## src/rtl/lpt_pkg.sv

```systemverilog
// shared constants, types and codes for the lru page tag cache
package lpt_pkg;

	// built depth and stamp width
	localparam int ENTRIES    = 16;
	localparam int STAMP_BITS = 32;

	// field widths
	localparam int OP_W      = 2;
	localparam int PID_W     = 16;
	localparam int PAGE_W    = 16;
	localparam int OUT_IDX_W = 4;
	localparam int CFG_W     = 5;

	// derived widths
	localparam int IDX_W = (ENTRIES > 1) ? $clog2(ENTRIES) : 1;
	localparam int CNT_W = $clog2(ENTRIES + 1);

	// register reset value
	localparam logic [CFG_W-1:0] CFG_RESET = CFG_W'(16);

	// opcodes
	localparam logic [OP_W-1:0] OP_LOOKUP = 2'd0;
	localparam logic [OP_W-1:0] OP_INVAL  = 2'd1;
	localparam logic [OP_W-1:0] OP_FLUSH  = 2'd2;

	// search token handed from cell to cell
	typedef struct packed {
		logic                  found;
		logic [IDX_W-1:0]      hit_idx;
		logic                  free;
		logic [IDX_W-1:0]      free_idx;
		logic [STAMP_BITS-1:0] best_stamp;
		logic [IDX_W-1:0]      best_idx;
	} lpt_tok_t;

	// token entering the first cell: nothing found, best stamp at all ones
	localparam lpt_tok_t TOK_INIT = '{
		found:      1'b0,
		hit_idx:    '0,
		free:       1'b0,
		free_idx:   '0,
		best_stamp: '1,
		best_idx:   '0
	};

	// update command broadcast to every cell
	typedef struct packed {
		logic                  wr_en;
		logic [IDX_W-1:0]      wr_idx;
		logic                  wr_tags;
		logic [PID_W-1:0]      wr_pid;
		logic [PAGE_W-1:0]     wr_page;
		logic [STAMP_BITS-1:0] wr_stamp;
		logic                  inv_en;
		logic [PID_W-1:0]      inv_pid;
		logic                  flush;
	} lpt_cmd_t;

endpackage

```

## src/rtl/lru_page_tag_cache.sv

```systemverilog
// top level: fully associative tag cache with lru replacement
//
// Input channel (in_valid / in_stall) takes one beat of opcode, process_id
// and page_number. Output channel (out_valid / out_stall) returns one beat
// of hit and entry_index for every input beat, in order.
// A lookup walks a search token down a row of ENTRIES cells, one cell per
// cycle, then writes the hit or victim entry back and passes the result
// through the done state to the output register; the next beat is taken
// once the result has been handed to the output register.
// Invalidate and flush act on all cells at once and the unused opcode does
// nothing; these skip the search and go straight to the done state.
// One item is worked on at a time; in_stall is high while an item is in
// flight. The result sits in an output register, so a stalled receiver
// holds it there and the item behind it waits to hand over its result.
// cfg_we / cfg_data write entries_in_use; the user must do so only while idle, the block does not enforce it.
// Reset empties every entry, sets the stamp counter to one and
// entries_in_use to 16; no clearing pass is needed.
module lru_page_tag_cache (
	input  logic                           clk,
	input  logic                           arst_n,
	input  logic                           cfg_we,
	input  logic [lpt_pkg::CFG_W-1:0]      cfg_data,
	input  logic                           in_valid,
	output logic                           in_stall,
	input  logic [lpt_pkg::OP_W-1:0]       opcode,
	input  logic [lpt_pkg::PID_W-1:0]      process_id,
	input  logic [lpt_pkg::PAGE_W-1:0]     page_number,
	output logic                           out_valid,
	input  logic                           out_stall,
	output logic                           hit,
	output logic [lpt_pkg::OUT_IDX_W-1:0]  entry_index
);
	import lpt_pkg::*;

	typedef enum logic [2:0] {
		ST_IDLE   = 3'b001,
		ST_SEARCH = 3'b010,
		ST_DONE   = 3'b100
	} state_t;

	state_t                   state_q;
	logic [CNT_W-1:0]         cnt_q;
	logic [CFG_W-1:0]         cfg_q;
	logic [STAMP_BITS-1:0]    stamp_cnt_q;
	logic [PID_W-1:0]         q_pid_q;
	logic [PAGE_W-1:0]        q_page_q;
	logic                     res_hit_q;
	logic [IDX_W-1:0]         res_idx_q;
	logic                     out_valid_q;
	logic                     out_hit_q;
	logic [IDX_W-1:0]         out_idx_q;

	logic                     in_acc;
	logic                     srch_done;
	logic                     out_take;
	logic [CNT_W-1:0]         act_n;
	logic [IDX_W-1:0]         tgt_idx;
	logic [IDX_W+OUT_IDX_W-1:0] idx_ext;
	lpt_tok_t                 last_tok;
	lpt_cmd_t                 cmd;
	lpt_tok_t                 tok_in  [ENTRIES];
	lpt_tok_t                 tok_out [ENTRIES];

	// handshake
	assign in_stall  = (state_q != ST_IDLE);
	assign in_acc    = in_valid && !in_stall;
	assign out_take  = !out_valid_q || !out_stall;
	assign out_valid = out_valid_q;
	assign hit       = out_hit_q;
	assign idx_ext   = {OUT_IDX_W'(0), out_idx_q};
	assign entry_index = idx_ext[OUT_IDX_W-1:0];

	// active entry count, clamped to one..ENTRIES
	always_comb begin
		if (cfg_q == '0) begin
			act_n = CNT_W'(1);
		end else if (32'(cfg_q) > 32'(ENTRIES)) begin
			act_n = CNT_W'(ENTRIES);
		end else begin
			act_n = CNT_W'(cfg_q);
		end
	end

	// result of the walk and the entry to write
	assign last_tok  = tok_out[ENTRIES-1];
	assign srch_done = (state_q == ST_SEARCH) && (cnt_q == CNT_W'(ENTRIES));

	always_comb begin
		priority if (last_tok.found) begin
			tgt_idx = last_tok.hit_idx;
		end else if (last_tok.free) begin
			tgt_idx = last_tok.free_idx;
		end else begin
			tgt_idx = last_tok.best_idx;
		end
	end

	// command broadcast to the cells
	always_comb begin
		cmd.wr_en    = srch_done;
		cmd.wr_idx   = tgt_idx;
		cmd.wr_tags  = !last_tok.found;
		cmd.wr_pid   = q_pid_q;
		cmd.wr_page  = q_page_q;
		cmd.wr_stamp = stamp_cnt_q;
		cmd.inv_en   = in_acc && (opcode == OP_INVAL);
		cmd.inv_pid  = process_id;
		cmd.flush    = in_acc && (opcode == OP_FLUSH);
	end

	// row of cells
	assign tok_in[0] = TOK_INIT;

	for (genvar i = 0; i < ENTRIES; i++) begin : g_cell
		if (i > 0) begin : g_link
			assign tok_in[i] = tok_out[i-1];
		end
		lpt_cell u_cell (
			.clk      (clk),
			.arst_n   (arst_n),
			.cell_idx (IDX_W'(i)),
			.act_n    (act_n),
			.q_pid    (q_pid_q),
			.q_page   (q_page_q),
			.tok_in   (tok_in[i]),
			.cmd      (cmd),
			.tok_out  (tok_out[i])
		);
	end

	// sequencer
	always_ff @(posedge clk or negedge arst_n) begin
		if (!arst_n) begin
			state_q <= ST_IDLE;
			cnt_q   <= '0;
		end else begin
			unique case (state_q)
				ST_IDLE: begin
					if (in_acc) begin
						cnt_q <= '0;
						if (opcode == OP_LOOKUP) begin
							state_q <= ST_SEARCH;
						end else begin
							state_q <= ST_DONE;
						end
					end
				end
				ST_SEARCH: begin
					if (srch_done) begin
						state_q <= ST_DONE;
					end else begin
						cnt_q <= cnt_q + CNT_W'(1);
					end
				end
				ST_DONE: begin
					if (out_take) begin
						state_q <= ST_IDLE;
					end
				end
				default: begin
					state_q <= ST_IDLE;
				end
			endcase
		end
	end

	// stamp counter and register
	always_ff @(posedge clk or negedge arst_n) begin
		if (!arst_n) begin
			stamp_cnt_q <= STAMP_BITS'(1);
			cfg_q       <= CFG_RESET;
		end else begin
			if (srch_done) begin
				stamp_cnt_q <= stamp_cnt_q + STAMP_BITS'(1);
			end
			if (cfg_we) begin
				cfg_q <= cfg_data;
			end
		end
	end

	// query and pending result
	always_ff @(posedge clk) begin
		if (in_acc) begin
			q_pid_q   <= process_id;
			q_page_q  <= page_number;
			res_hit_q <= 1'b0;
			res_idx_q <= '0;
		end else if (srch_done) begin
			res_hit_q <= last_tok.found;
			res_idx_q <= tgt_idx;
		end
	end

	// output register
	always_ff @(posedge clk or negedge arst_n) begin
		if (!arst_n) begin
			out_valid_q <= 1'b0;
		end else begin
			if ((state_q == ST_DONE) && out_take) begin
				out_valid_q <= 1'b1;
			end else if (!out_stall) begin
				out_valid_q <= 1'b0;
			end
		end
	end

	always_ff @(posedge clk) begin
		if ((state_q == ST_DONE) && out_take) begin
			out_hit_q <= res_hit_q;
			out_idx_q <= res_idx_q;
		end
	end

endmodule

```

## src/rtl/lpt_cell.sv

```systemverilog
// one cache entry with its stage of the search chain
module lpt_cell (
	input  logic                          clk,
	input  logic                          arst_n,
	input  logic [lpt_pkg::IDX_W-1:0]     cell_idx,
	input  logic [lpt_pkg::CNT_W-1:0]     act_n,
	input  logic [lpt_pkg::PID_W-1:0]     q_pid,
	input  logic [lpt_pkg::PAGE_W-1:0]    q_page,
	input  lpt_pkg::lpt_tok_t             tok_in,
	input  lpt_pkg::lpt_cmd_t             cmd,
	output lpt_pkg::lpt_tok_t             tok_out
);
	import lpt_pkg::*;

	logic                  valid_q;
	logic [PID_W-1:0]      pid_q;
	logic [PAGE_W-1:0]     page_q;
	logic [STAMP_BITS-1:0] stamp_q;
	logic                  active;
	lpt_tok_t              tok_nxt;
	lpt_tok_t              tok_q;

	assign active = CNT_W'(cell_idx) < act_n;

	// fold this entry into the passing token
	always_comb begin
		tok_nxt = tok_in;
		if (active) begin
			if (valid_q && (pid_q == q_pid) && (page_q == q_page) && !tok_in.found) begin
				tok_nxt.found   = 1'b1;
				tok_nxt.hit_idx = cell_idx;
			end
			if (!valid_q && !tok_in.free) begin
				tok_nxt.free     = 1'b1;
				tok_nxt.free_idx = cell_idx;
			end
			// ties go to the later entry
			if (valid_q && (stamp_q <= tok_in.best_stamp)) begin
				tok_nxt.best_stamp = stamp_q;
				tok_nxt.best_idx   = cell_idx;
			end
		end
	end

	// token stage register
	always_ff @(posedge clk) begin
		tok_q <= tok_nxt;
	end

	assign tok_out = tok_q;

	// valid bit
	always_ff @(posedge clk or negedge arst_n) begin
		if (!arst_n) begin
			valid_q <= 1'b0;
		end else begin
			priority if (cmd.flush) begin
				valid_q <= 1'b0;
			end else if (cmd.inv_en && valid_q && (pid_q == cmd.inv_pid)) begin
				valid_q <= 1'b0;
			end else if (cmd.wr_en && (cmd.wr_idx == cell_idx)) begin
				valid_q <= 1'b1;
			end
		end
	end

	// tags and use stamp, stamp freed on clear
	always_ff @(posedge clk) begin
		priority if (cmd.flush) begin
			stamp_q <= '0;
		end else if (cmd.inv_en && valid_q && (pid_q == cmd.inv_pid)) begin
			stamp_q <= '0;
		end else if (cmd.wr_en && (cmd.wr_idx == cell_idx)) begin
			stamp_q <= cmd.wr_stamp;
			if (cmd.wr_tags) begin
				pid_q  <= cmd.wr_pid;
				page_q <= cmd.wr_page;
			end
		end
	end

endmodule

```

## config.mk

```make
export PLATFORM = sky130hd
export DESIGN_NAME = lru_page_tag_cache
export DESIGN_NICKNAME = d
export VERILOG_FILES = /design/src/rtl/lpt_pkg.sv /design/src/rtl/lru_page_tag_cache.sv /design/src/rtl/lpt_cell.sv
export SDC_FILE = /design/constraint.sdc
export NUM_CORES = 2
export LEC_CHECK = 0
export ABC_AREA = 1
export BUFFER_PORTS_ARGS = -buffer_cell sky130_fd_sc_hd__buf_2
export CELL_PAD_IN_SITES_DETAIL_PLACEMENT = 1
export CELL_PAD_IN_SITES_GLOBAL_PLACEMENT = 1
export CORE_ASPECT_RATIO = 1.1
export CORE_UTILIZATION = 40
export CTS_BUF_LIST = sky130_fd_sc_hd__clkbuf_8
export CTS_CLUSTER_SIZE = 30
export DETAILED_ROUTE_END_ITERATION = 16
export GPL_TIMING_DRIVEN = 1
export PLACE_DENSITY_LB_ADDON = 0.1
export SETUP_SLACK_MARGIN = 0.15
export SYNTH_ARGS = -nofsm -noshare
export SYNTH_HDL_FRONTEND = slang
export SYNTH_SLANG_ARGS = --single-unit
```

## constraint.sdc

```tcl
create_clock -name clk -period 7.85 [get_ports clk]
set_input_delay 0.785 -clock clk [delete_from_list [all_inputs] [get_ports clk]]
set_output_delay 0.785 -clock clk [all_outputs]
set_load 0.1 [all_outputs]
```

==> metrics.txt <==
CP arrival=between 6000 and 7000 ps; crit-path cells=inv_2 -> nand2_1 -> nand2_1 -> inv_1 -> nand2_1 -> buf_4 -> inv_2 -> buf_4 -> nand2_1 -> buf_4 -> nor2_4; M1 WL=134,800 um; Skew-Pair Late Insertion Delay=1110 ps; CTS clk-pin slew, worst paths=~60 ps; largest net degree at the start of global routing=81; CTS tree=done; total number of yosys warnings=0; outcome=completed; Final #Nets=10,740; DR top layer=met5; Post-DP Area=0.08627 mm2; Peak Freq=approximately 0.18 GHz; setup tns final=0 ps; DR iter-0 viols=4,948; share of cells above drive strength 1=8.154%; CP startpoint kind=flop; Synth Instances=around 10,000; filler cell count=between 20,000 and 25,000; Die H=479.8 um; H-Tree Depth=5; slowest CP cell=dfxtp_2; Internal=21.15 mW; Worst VDD drop=around 220 uV; post-synth cell types=slightly below 50; Critical path buffers and inverters=6; Flop pwr share=between 40% and 50%; P_sw=14.36 mW; CP Class=flop to flop; hold slack=about 110 ps; multi-input combinational cell area=0.03545 mm2; Final GP Congestion=0.9075; boundary pin count=51; # DRC=0; Logic pwr share=34.1%; total iterations of the first detailed-routing run=6; syn avg cell area=8.202 um2; row count=~180; ys flop type=dfxtp_1; core area=0.2065 mm2; Clock Power Share=24.5%; clk_skew=64.70 ps; antenna violations before repair=19; Clock Tree Buf Depth=4; Worst Setup End Kind=flop; P&R area growth vs syn=11.76%; synthesized net count=approximately 11,000; total track usage=a little under a third; fin crit share=70.11%; Die W=436.3 um; Critical Path RT=8540 ps; vias per inst=5.337; met2 routed WL=151,100 um; min-delay worst type=input pin to flop; Avg WL per Cell=approximately 24 um; Syn Std Cell Area=about 0.083 mm2; Slew Viols, Final=0; switch share=40.44%; PD cells=382.8 mW/mm2; Top cell by count, worst path=nand2_1; ys async rst share=3.470%; slew margin rel.=19.39%; root buffer cell=clkbuf_8; hpwl dp=217,200 um; Lkg Pwr=about 42 nW; # clock sinks=1,787; total grt overflow=0; die area=0.2093 mm2; detailed-route via count=70,580; port buffer count=50; Reg area=0.04159 mm2; CTS Buf Count=around 330; final wirelength=319,600 um; min Tclk post-route=5503 ps; post-synthesis register bit count=1,787; Top Family by Delay on Critical Path=simple AND/OR/NAND/NOR gates; crit-path max cell delay=between 900 and 1000 ps; first-pass GRT wire length=470,800 um; Worst Tran Pin Value=1200 ps; met3 wire len=14,820 um; Max Cap Violations=0; Final setup viols=0; critical path fanouts, max=67; Final ANT Viol Nets=0; fin area=0.09277 mm2; starting density of the core=40.20%; setup bufs post-CTS=0; Post-synth EDFFs=549; vias in the first global route=72,560; RSZ-0062 raised after global routing=false; Post-CTS Resized=0; Seq/Total Area, Yosys=50.10%; Final Hold Viols=0
==> per-stage QoR <==
step	setup WS, ps	total power [mW]	utilization (%)	cells
floorplan	2875	22.02	-	10120
global placement	2448	26.38	41.78	12610
detailed placement	2373	26.95	41.78	12610
CTS	2353	35.78	44.87	13180
global route	2090	38.08	44.92	13220
finish	2347	35.51	44.93	13230
==> worst reg2reg max path: stages, from the launching register on <==
cell and delay, ps:
dfxtp_2 970, inv_2 370, nand2_1 220, nand2_1 190, inv_1 130, nand2_1 60, buf_4 290, inv_2 90
buf_4 630, nand2_1 860, buf_4 450, nor2_4 810
==> registers in the layout, summed over array words and instances (netlist names), 16 cells and up <==
signal / flops
q_pid_q: 16
stamp_cnt_q: 32
g_cell.u_cell.page_q: 256
g_cell.u_cell.pid_q: 256
g_cell.u_cell.tok_out: 659
g_cell.u_cell.stamp_q: 512
q_page_q: 16
g_cell.u_cell.valid_q: 16
==> path summary, 6_finish.rpt <==
check	slack, ps	depth (start not counted)	end	from
max	2350	11	g_cell[6].u_cell.pid_q[12]	g_cell[15].u_cell.tok_out[45]
min	110	3	cfg_q[4]	cfg_data[4]
max reg2reg	2350	11	g_cell[6].u_cell.pid_q[12]	g_cell[15].u_cell.tok_out[45]
min reg2reg	400	2	g_cell[13].u_cell.tok_out[43]	g_cell[12].u_cell.tok_out[43]
max in group asynchronous	6500	3	g_cell[3].u_cell.valid_q	arst_n
min in group asynchronous	210	2	stamp_cnt_q[11]	arst_n
==> cell type report <==
cell class	count	area share [%]
flip-flops and latches	1787	44.83
multi-input cells	6746	38.21
clock buffers	384	5.697
inverters	1084	4.386
well taps	2743	3.700
repair buffers	266	2.072
clock inverters	169	0.9792
diodes	46	0.1241
==> Yosys cell counts (4+ instances only) <==
library cell / n / area [um2]
and3_1: 6 / 37.54
o211ai_1: 5 / 37.54
inv_2: 11 / 41.29
ha_1: 483 / 6043
o21bai_1: 13 / 97.59
xor2_1: 173 / 1515
nand3_1: 649 / 3248
o2111ai_1: 27 / 236.5
nor2_4: 4 / 45.04
clkbuf_1: 345 / 1295
a21oi_1: 774 / 3874
o21a_1: 18 / 135.1
nand2_1: 2826 / 10610
clkinv_1: 13 / 48.80
nor4_1: 25 / 156.4
dfrtp_1: 59 / 1476
or2_2: 96 / 600.6
buf_4: 4 / 30.03
nor2_1: 699 / 2624
inv_1: 1060 / 3979
nand4_1: 258 / 1614
nor2_2: 4 / 25.02
nor3_1: 115 / 575.6
edfxtp_1: 549 / 16490
dfxtp_1: 1176 / 23540
o22ai_1: 129 / 807.0
xnor2_1: 157 / 1375
o21ai_0: 224 / 1121
a21boi_0: 15 / 112.6
buf_1: 16 / 60.06
a21o_1: 15 / 112.6
a211oi_1: 5 / 37.54
a221oi_1: 6 / 52.55
buf_2: 138 / 690.7
==> cell families after synthesis <==
logic type | share of synthesized area, %
AOI/OAI and AO/OA | 8.110
xor gates and xnor gates | 3.482
adders and majority gates | 7.281
buffers and inverters | 7.403
DFF | 50.10
muxes | 0.01357
and+or+nand+nor | 23.61
==> power groups by stage <==
stage | sequential, mW | clock [mW] | combinational [mW]
after floorplan | 14.0 | 0 | 8.05
after global placement | 14.8 | 0 | 11.6
after detailed placement | 14.9 | 0 | 12.1
after CTS | 14.7 | 8.90 | 12.2
after global routing | 15.0 | 9.31 | 13.8
final | 14.7 | 8.70 | 12.1
==> metal layers <==
metal  global-route usage (%)  vias up
met5                        0        -
met4                    17.51        4
met3                    4.319      626
met2                    50.12     1807
met1                    37.23    34950
li1                         -    33200
==> cell usage in the layout (no fill, tap or decap), types with 33 or more instances in the layout <==
cell,instances
edfxtp_1,549
xnor2_1,157
nor3_1,111
nand3_1,649
clkinv_1,33
ha_1,483
o22ai_1,129
dfrtp_1,57
nand2_1,2819
buf_4,198
clkinv_2,39
nor2_1,673
clkbuf_8,384
inv_1,1155
o21ai_0,224
buf_2,49
xor2_1,173
diode_2,46
nand4_1,258
a21oi_1,774
dfxtp_1,1175
or2_2,96
==> timing repair <==
| item | 4_1_cts | 5_1_grt |
|---|---|---|
| endpoints found under the hold margin | 38 | 0 |
| hold buffers | 19 | 0 |
| setup endpoints to repair | 0 | 0 |
No activity file was read; power rests on OpenSTA's default activity.
